<file path="config.mk">
export PLATFORM = sky130hd
export DESIGN_NAME = terminal_key_escape_decoder_unit
export DESIGN_NICKNAME = d
export VERILOG_FILES = /design/src/rtl/tked_pkg.sv /design/src/rtl/terminal_key_escape_decoder_unit.sv /design/src/rtl/tked_decode.sv
export SDC_FILE = /design/constraint.sdc
export NUM_CORES = 1
export LEC_CHECK = 0
export ABC_AREA = 1
export CORE_UTILIZATION = 62
export DETAILED_ROUTE_END_ITERATION = 7
export DONT_BUFFER_PORTS = 1
export GPL_ROUTABILITY_DRIVEN = 0
export PLACE_DENSITY = 0.87
export SKIP_CTS_REPAIR_TIMING = 1
export SYNTH_ARGS = -nofsm -noshare
export SYNTH_HDL_FRONTEND = slang
export SYNTH_SLANG_ARGS = --single-unit
export TNS_END_PERCENT = 5
</file>
<file path="constraint.sdc">
create_clock -name clk -period 2.5 [get_ports clk]
set_clock_uncertainty 0.15 [all_clocks]
set_input_delay 0.5 -clock clk [delete_from_list [all_inputs] [get_ports clk]]
set_output_delay 0.5 -clock clk [all_outputs]
set_load 0.05 [all_outputs]
</file>
<file path="src/rtl/tked_pkg.sv">
// Package with key codes, byte codes and the result burst type of the key escape decoder.
package tked_pkg;

  // Key codes carried in the key_code field.
  typedef enum logic [2:0] {
    KEY_NONE = 3'd0,
    KEY_QUIT = 3'd1,
    KEY_UP   = 3'd2,
    KEY_DOWN = 3'd3,
    KEY_PGUP = 3'd4,
    KEY_PGDN = 3'd5,
    KEY_HOME = 3'd6,
    KEY_END  = 3'd7
  } key_t;

  // Bytes that take part in the escape sequences and the single-byte keys.
  localparam logic [7:0] BYTE_ESC    = 8'h1B;
  localparam logic [7:0] BYTE_CTRL_C = 8'h03;
  localparam logic [7:0] BYTE_LBRACK = 8'h5B;  // '['
  localparam logic [7:0] BYTE_TILDE  = 8'h7E;  // '~'

  // Bytes consumed by a single byte, a short sequence and a numbered sequence.
  localparam logic [2:0] USED_ONE   = 3'd1;
  localparam logic [2:0] USED_SHORT = 3'd3;
  localparam logic [2:0] USED_NUM   = 3'd4;

  // Results caused by one input byte: a run of none results for a failed
  // prefix, followed optionally by one final result.
  typedef struct packed {
    logic [1:0] nones;
    logic       fin_valid;
    key_t       fin_key;
    logic [2:0] fin_used;
  } burst_t;

  // Key for a byte decoded on its own.
  function automatic key_t single_key(input logic [7:0] b);
    key_t k;
    case (b)
      "q", "Q", BYTE_CTRL_C: k = KEY_QUIT;
      "k":                   k = KEY_UP;
      "j":                   k = KEY_DOWN;
      " ", "f":              k = KEY_PGDN;
      "b":                   k = KEY_PGUP;
      "g":                   k = KEY_HOME;
      "G":                   k = KEY_END;
      default:               k = KEY_NONE;
    endcase
    return k;
  endfunction

endpackage

</file>
<file path="src/rtl/terminal_key_escape_decoder_unit.sv">
// Top level of the terminal key escape decoder: input handshake, result burst register and output.
//
// The s_ channel takes one terminal byte per transaction. The m_ channel
// gives key events: each byte yields zero to four results, the last of
// which carries m_tlast. A byte that extends a pending escape prefix
// yields no result; the prefix is held for as long as it takes.
// A failed prefix gives one none result per held byte before the new byte
// is decoded.
// A result is registered and appears on m_ in the cycle after its byte
// is accepted. The output register drains one result per cycle while
// m_tready is high; the next byte is taken in the cycle its predecessor's
// last result leaves, so bytes with one or no result stream at one per
// cycle while the receiver is ready.
// Reset clears the held prefix and drops any pending results.
// While the receiver stalls, the pending result holds and s_tready stays
// low until the final result of the burst is taken.
module terminal_key_escape_decoder_unit (
  input  logic       clk,
  input  logic       rst,
  input  logic       s_tvalid,
  output logic       s_tready,
  input  logic [7:0] s_tdata,   // [7:0] data_byte
  output logic       m_tvalid,
  input  logic       m_tready,
  output logic [7:0] m_tdata,   // [2:0] key_code, [5:3] bytes_consumed, [7:6] zero
  output logic       m_tlast    // last_of_run
);

  logic             s_accept;
  logic             m_accept;
  logic             busy;
  logic             final_beat;
  tked_pkg::burst_t dec_burst;
  tked_pkg::burst_t burst, burst_next;
  tked_pkg::key_t   out_key;
  logic [2:0]       out_used;

  tked_decode u_decode (
    .clk       (clk),
    .rst       (rst),
    .accept    (s_accept),
    .data_byte (s_tdata),
    .burst     (dec_burst)
  );

  // Handshake: a new byte enters when the burst register is empty or its
  // final result leaves in this cycle.
  assign busy       = (burst.nones != 2'd0) || burst.fin_valid;
  assign final_beat = (burst.nones == 2'd0) || ((burst.nones == 2'd1) && !burst.fin_valid);
  assign m_accept   = m_tvalid && m_tready;
  assign s_tready   = !busy || (m_tready && final_beat);
  assign s_accept   = s_tvalid && s_tready;

  // Current result: pending nones go first, then the final result.
  always_comb begin
    if (burst.nones != 2'd0) begin
      out_key  = tked_pkg::KEY_NONE;
      out_used = tked_pkg::USED_ONE;
    end else begin
      out_key  = burst.fin_key;
      out_used = burst.fin_used;
    end
  end

  assign m_tvalid = busy;
  assign m_tlast  = final_beat;
  assign m_tdata  = {2'b00, out_used, out_key};

  // Burst register: step through results, reload on an accepted byte.
  always_comb begin
    burst_next = burst;
    if (m_accept) begin
      if (burst.nones != 2'd0) begin
        burst_next.nones = burst.nones - 2'd1;
      end else begin
        burst_next.fin_valid = 1'b0;
      end
    end
    if (s_accept) begin
      burst_next = dec_burst;
    end
  end

  always_ff @(posedge clk) begin
    if (rst) begin
      burst <= '0;
    end else begin
      burst <= burst_next;
    end
  end

`ifndef SYNTHESIS
  // A real key only ever comes as the final result of a byte.
  a_key_is_last: assert property (@(posedge clk) disable iff (rst)
    m_tvalid && (m_tdata[2:0] != tked_pkg::KEY_NONE) |-> m_tlast)
    else $error("key result not marked last");

  // A completed sequence reports a real key and ends the run.
  a_seq_result: assert property (@(posedge clk) disable iff (rst)
    m_tvalid && (m_tdata[5:3] != tked_pkg::USED_ONE) |->
      m_tlast && (m_tdata[2:0] != tked_pkg::KEY_NONE))
    else $error("sequence result malformed");

  // A byte is taken over a busy output only as its final result leaves.
  a_no_overrun: assert property (@(posedge clk) disable iff (rst)
    s_accept && m_tvalid |-> m_tready && m_tlast)
    else $error("byte accepted while burst pending");

  // Reset leaves no result pending.
  a_reset_empty: assert property (@(posedge clk)
    rst |=> !m_tvalid)
    else $error("result pending after reset");
`endif

endmodule

</file>
<file path="src/rtl/tked_decode.sv">
// Prefix tracker and byte decoder: holds a partial escape sequence and forms the result burst.
module tked_decode (
  input  logic            clk,
  input  logic            rst,
  input  logic            accept,
  input  logic [7:0]      data_byte,
  output tked_pkg::burst_t burst
);

  // Bytes held: 0 nothing, 1 ESC, 2 ESC [, 3 ESC [ digit.
  logic [1:0]       held_count, held_count_next;
  // Key that the held digit stands for once the closing tilde arrives.
  tked_pkg::key_t   held_key, held_key_next;

  // Decode the new byte against what is held.
  always_comb begin
    logic fail;
    fail            = 1'b0;
    held_count_next = held_count;
    held_key_next   = held_key;
    burst           = '0;
    burst.fin_key   = tked_pkg::KEY_NONE;

    case (held_count)
      2'd0: begin
        fail = 1'b1;
      end
      2'd1: begin
        if (data_byte == tked_pkg::BYTE_LBRACK) begin
          held_count_next = 2'd2;
        end else begin
          fail = 1'b1;
        end
      end
      2'd2: begin
        case (data_byte) inside
          "A", "B", "H", "F": begin
            burst.fin_valid = 1'b1;
            burst.fin_used  = tked_pkg::USED_SHORT;
            held_count_next = 2'd0;
            case (data_byte)
              "A":     burst.fin_key = tked_pkg::KEY_UP;
              "B":     burst.fin_key = tked_pkg::KEY_DOWN;
              "H":     burst.fin_key = tked_pkg::KEY_HOME;
              default: burst.fin_key = tked_pkg::KEY_END;
            endcase
          end
          "1", "4", "5", "6": begin
            held_count_next = 2'd3;
            case (data_byte)
              "1":     held_key_next = tked_pkg::KEY_HOME;
              "4":     held_key_next = tked_pkg::KEY_END;
              "5":     held_key_next = tked_pkg::KEY_PGUP;
              default: held_key_next = tked_pkg::KEY_PGDN;
            endcase
          end
          default: begin
            fail = 1'b1;
          end
        endcase
      end
      default: begin
        if (data_byte == tked_pkg::BYTE_TILDE) begin
          burst.fin_valid = 1'b1;
          burst.fin_key   = held_key;
          burst.fin_used  = tked_pkg::USED_NUM;
          held_count_next = 2'd0;
        end else begin
          fail = 1'b1;
        end
      end
    endcase

    // A failed or empty prefix gives one none per held byte, then the byte
    // is decoded afresh; a fresh ESC opens a new prefix.
    if (fail) begin
      burst.nones = held_count;
      if (data_byte == tked_pkg::BYTE_ESC) begin
        held_count_next = 2'd1;
      end else begin
        held_count_next = 2'd0;
        burst.fin_valid = 1'b1;
        burst.fin_key   = tked_pkg::single_key(data_byte);
        burst.fin_used  = tked_pkg::USED_ONE;
      end
    end
  end

  // Prefix state register, updated on each accepted byte.
  always_ff @(posedge clk) begin
    if (rst) begin
      held_count <= 2'd0;
      held_key   <= tked_pkg::KEY_NONE;
    end else if (accept) begin
      held_count <= held_count_next;
      held_key   <= held_key_next;
    end
  end

endmodule
</file>
# Word-level counts from Yosys, hierarchy flattened
# Cells that the tools add are included.
# totals
regBits	14
output_inout_bits	11
inputBits	12
# op_classes
n_mux	26
n_reduce_logical	24
add_sub_neg	1
eq_ne	28
n_bitwise	1
# op_table
cell	count
8-bit by 7-bit == test with 1-bit output (second input constant)	14
8-bit by 6-bit == test with 1-bit output (second input constant)	5
7-bit two-way mux	3
3-bit one-hot mux with 7 select lines	1
9-bit two-way mux	2
7-bit one-hot mux with 2 select lines	1
2-bit two-way mux	6
2-bit one-hot mux with 3 select lines	2
3-bit two-way mux	3
3-bit one-hot mux with 3 select lines	1
8-bit by 2-bit == test with 1-bit output (second input constant)	1
8-bit by 5-bit == test with 1-bit output (second input constant)	1
4-bit OR reduction	2
1-bit two-way mux	6
2-bit nonzero test	3
5-bit AND reduction	1
2-bit by 1-bit == test with 1-bit output (second input constant)	2
1-bit logical AND	4
2-bit zero test	2
4-bit by 3-bit inequality test with 1-bit output (second input constant)	1
2-bit AND reduction	2
4-bit AND reduction	1
4-bit nonzero test	1
2-bit OR reduction	2
other kinds (10)	13

# Logic depth before layout (Yosys ltp)
# logic_depth
word_depth	8
depth_mapped	14
mapped_depth_nobuf	14

# By module
# From an unflattened synthesis, not the netlist that was laid out.
# hier_totals
cells_unflattened	233
area_unflattened_um2	1396.3
# by_module_without_submodules
module	seq_area_each_um2	n_inst	area_per_inst_um2	cells_each
tked_decode	100.1	1	825.8	149
terminal_key_escape_decoder_unit	180.2	1	570.5	84

# Worst setup path before layout
# Ideal clock, no wire load.
# synth_timing
kind	reg-to-reg
start	reg burst[8] (netlist bit)
end	reg u_decode.held_key[0]
required_time_ps	2280
path_stages_with_launch	12
period_less_slack_ps	2939
t_arrival_ps	2718
setup_ps	70
setup_slack_ps	-439
path_cell_list	dfxtp_1 -> inv_1 -> ha_1 -> inv_1 -> o21ai_0 -> nand2_1 -> inv_2 -> nand2_2 -> clkinv_2 -> nand3_4 -> or3_1 -> a21oi_1
# synth_between
elab_chain_cells	7
# synth_lines
item	line_no	rtl
from (decl)	terminal_key_escape_decoder_unit.sv:34	tked_pkg::burst_t burst, burst_next;
from (signal assigned)	terminal_key_escape_decoder_unit.sv:88	burst <= burst_next;
2-bit by 1-bit == test with 1-bit output	terminal_key_escape_decoder_unit.sv:49	assign final_beat = (burst.nones == 2'd0) || ((burst.nones == 2'd1) && !burst.fin_valid);
1-bit logical AND	terminal_key_escape_decoder_unit.sv:49	
1-bit logical OR *	terminal_key_escape_decoder_unit.sv:49	
named net m_tlast	terminal_key_escape_decoder_unit.sv:26	output logic m_tlast
1-bit logical AND *	terminal_key_escape_decoder_unit.sv:51	assign s_tready = !busy || (m_tready && final_beat);
1-bit logical OR *	terminal_key_escape_decoder_unit.sv:51	
named net s_tready	terminal_key_escape_decoder_unit.sv:21	output logic s_tready,
1-bit logical AND *	terminal_key_escape_decoder_unit.sv:52	assign s_accept = s_tvalid && s_tready;
4-bit AND reduction (no line) *	--	
to (signal assigned)	tked_decode.sv:93	held_key <= tked_pkg::KEY_NONE;
to (signal assigned)	tked_decode.sv:96	held_key <= held_key_next;
to (decl)	tked_decode.sv:13	tked_pkg::key_t held_key, held_key_next;
# The timed path passes the listed nets; every way through them passes the cells marked *.
# A chain may end at the register's enable or synchronous reset.

# Final worst setup path
# layout_timing
start	reg burst[7] (netlist bit)
end	out s_tready
# layout_lines
item	line_no	rtl
2-bit nonzero test	terminal_key_escape_decoder_unit.sv:48	assign busy = (burst.nones != 2'd0) || burst.fin_valid;
1-bit logical OR	terminal_key_escape_decoder_unit.sv:48	
named net m_tvalid	terminal_key_escape_decoder_unit.sv:23	output logic m_tvalid,
1-bit zero test	terminal_key_escape_decoder_unit.sv:51	
1-bit logical OR	terminal_key_escape_decoder_unit.sv:51	
to (decl)	terminal_key_escape_decoder_unit.sv:21	
# The timed path passes the listed nets, and every way through them passes these cells.

==> qor.txt <==
Run status: completed
M2 GR Usage: 0.452
DP HPWL: 2.27 mm
R2r setup slk: 0.18 ns
Post-placement cell count: 242
Leak pwr: 0.662 nW
Syn Inst Count: 218
Hold Path Class: in -> reg
R2R cell count: 12
Die Wd: 47.6 microns
Reg-to-reg endpoint: u_decode.held_key[0]
Sequential fraction of the synthesis area: 0.217
Final period util: 0.944
First-pass GRT wire length: 4.22 mm
Yosys warns: 0
Final hold vios: 0
Initial antenna violation count: 0
# IOs: 23
Worst path cell trace: inv_1, ha_2, inv_2, or2_4, nand2_2, nand2_1, inv_2, buf_4
Remaining global-route overflow: 0
Die H: 47.6 microns
Setup_tns: 0 ns
Final ANT Viol Nets: 0
Routed length per instance: 11.2 microns
Startpoint of the worst hold path: rst
CP most frequent cell: inv_2
DRC violations left: 0
Std cell rows: 16
WL final: 2.76 mm
Achievable clock frequency: 424 MHz
Maximum fanout along the worst path: 8
Pwr Density: 1050 nW/um^2
Slowest stage delay, CP: 0.33 ns
Number of detailed-route iterations in the first pass: 4
Critical setup path kind: reg -> out
Mean post-synth cell area: 5.92 sq um
Synth Cell Area: 1290 sq um
Vias in the first global route: 1038
H-tree Lvls: 1
Layout Nets: 238
Clock-pin slew on the worst setup and hold paths: 0.09 ns
WHS Path Cells: 1
Clk root buf: clkbuf_4
Port bufs: 0
Critical R2R Launch: burst[7]
Hold Crit Endpoint: burst[4]
Max clock buf depth: 2
Clk sinks: 14
RSZ-0062 raised after global routing: false
Starting Density: 0.658
Count of final setup violators: 0
Fin. max-slew vios: 0
Cell variety after synth: 30
Gr usage total: 0.264
Worst ir drop on vdd: 1.01 mV
#FFs+latches synth: 14
Worst Setup SP: burst[7]
Critical path required time: 1.85 ns
Fin cells: 246
Layout area overhead: 4.66%
Iter 0 DRT Violations: 47
Max cap viols: 0
Insertion delay to the later sink of the worst-skew pair: 0.28 ns
Critical Path Slowest Stage Cell: dfxtp_1
Die Footprint: 2270 sq um
Top delay family on crit path: simple AND/OR/NAND/NOR gates
Share of layout cells above drive strength 1: 0.155
Via density per instance: 5.35
Met3 GRT Util: 0.0604
CTS tree: built
Core Util, Final: 0.688
Crit path arrival time: 1.71 ns
Total Power: 1.42 mW
Largest net degree at the start of global routing: 13
Buf/Inv on CP: 4
Via count: 1316
Minimum clock period: 2.36 ns
CP Capture Type: output port
Met1 Usage GRT: 0.343
Diodes inserted: 0
Layer with the highest usage: met2
Startpoint types: register
Cts bufs inserted: 3
Core area: 1960 sq um
state kept, by name, indices dropped and copies added, names as in the netlist:
register             flops
u_decode.held_count      2
u_decode.held_key        3
burst                    9
layer usage:
layer / wire, microns / vias to the layer above
met2: 1300 / 40
met3: 161 / 4
met5: 0 / -
met1: 1270 / 585
met4: 20 / 0
li1: - / 687
metrics by stage:
stage	cell area (sq um)	worst slack (ns)	hold WS [ns]
after floorplan	1300	0.297	0.281
after detailed placement	1310	0.133	0.296
after global routing	1350	0.0332	0.109
after CTS	1350	0.0645	0.121
final	1350	0.140	0.125
after global placement	1310	0.232	0.297
how the worst max path moves through the flow:
| stage | to | slack, ns | depth (start not counted) |
|---|---|---|---|
| detailed placement | u_decode.held_key[0] | 0.13 | 12 |
| CTS | s_tready | 0.06 | 8 |
| global route | s_tready | 0.03 | 8 |
| global placement | u_decode.held_key[0] | 0.23 | 12 |
| floorplan | u_decode.held_key[0] | 0.30 | 11 |
| finish | s_tready | 0.14 | 8 |
cell families (layout without fill, tap and decap cells):
group | after synthesis | after routing | share of synthesized area
buf+inv | 44 | 44 | 0.139
simple gates | 123 | 123 | 0.453
compound gates | 30 | 30 | 0.130
flops | 14 | 14 | 0.217
other cells | 1 | 2 | 0.00291
fa+ha+maj | 6 | 6 | 0.0582
Yosys cell counts:
| cell type | number | area [sq um] |
|---|---|---|
| a21boi_0 | 1 | 7.51 |
| a21oi_1 | 14 | 70.1 |
| a21oi_2 | 1 | 8.76 |
| a31oi_1 | 1 | 6.26 |
| buf_2 | 1 | 5.00 |
| buf_4 | 3 | 22.5 |
| clkbuf_1 | 2 | 7.51 |
| clkinv_2 | 1 | 5.00 |
| conb_1 | 1 | 3.75 |
| dfxtp_1 | 14 | 280 |
| ha_1 | 6 | 75.1 |
| inv_1 | 31 | 116 |
| inv_2 | 6 | 22.5 |
| nand2_1 | 56 | 210 |
| nand2_2 | 7 | 43.8 |
| nand2_4 | 1 | 11.3 |
| nand3_1 | 18 | 90.1 |
| nand3_2 | 1 | 10.0 |
| nand3_4 | 2 | 35.0 |
| nand4_1 | 2 | 12.5 |
| nor2_1 | 21 | 78.8 |
| nor2_2 | 3 | 18.8 |
| nor2_4 | 1 | 11.3 |
| nor3_1 | 7 | 35.0 |
| o211ai_1 | 2 | 15.0 |
| o21a_1 | 2 | 15.0 |
| o21ai_0 | 9 | 45.0 |
| or2_2 | 2 | 12.5 |
| or2_4 | 1 | 8.76 |
| or3_1 | 1 | 6.26 |
layout by cell type (no fill, tap or decap), drive strengths merged, types with 3 or more instances in the layout:
master / n
nand2: 64
o21ai: 9
or2: 3
dfxtp: 14
nor2: 25
nor3: 7
nand3: 21
a21oi: 15
clkbuf: 4
ha: 6
inv: 37
report_power, final:
| part | internal (mW) | switching [mW] |
|---|---|---|
| sequential | 0.271 | 0.0383 |
| combinational | 0.283 | 0.659 |
| clock | 0.0886 | 0.0746 |
| total | 0.643 | 0.772 |
cell type report:
class | instances | area [sq um]
multi-input combinational | 161 | 841
fill | 192 | 612
sequential | 14 | 280
inverter | 38 | 144
clock buffer | 4 | 36.3
tap | 27 | 33.8
timing repair buffer | 2 | 15.0
Note: power is estimated with default switching activity, not from simulation.
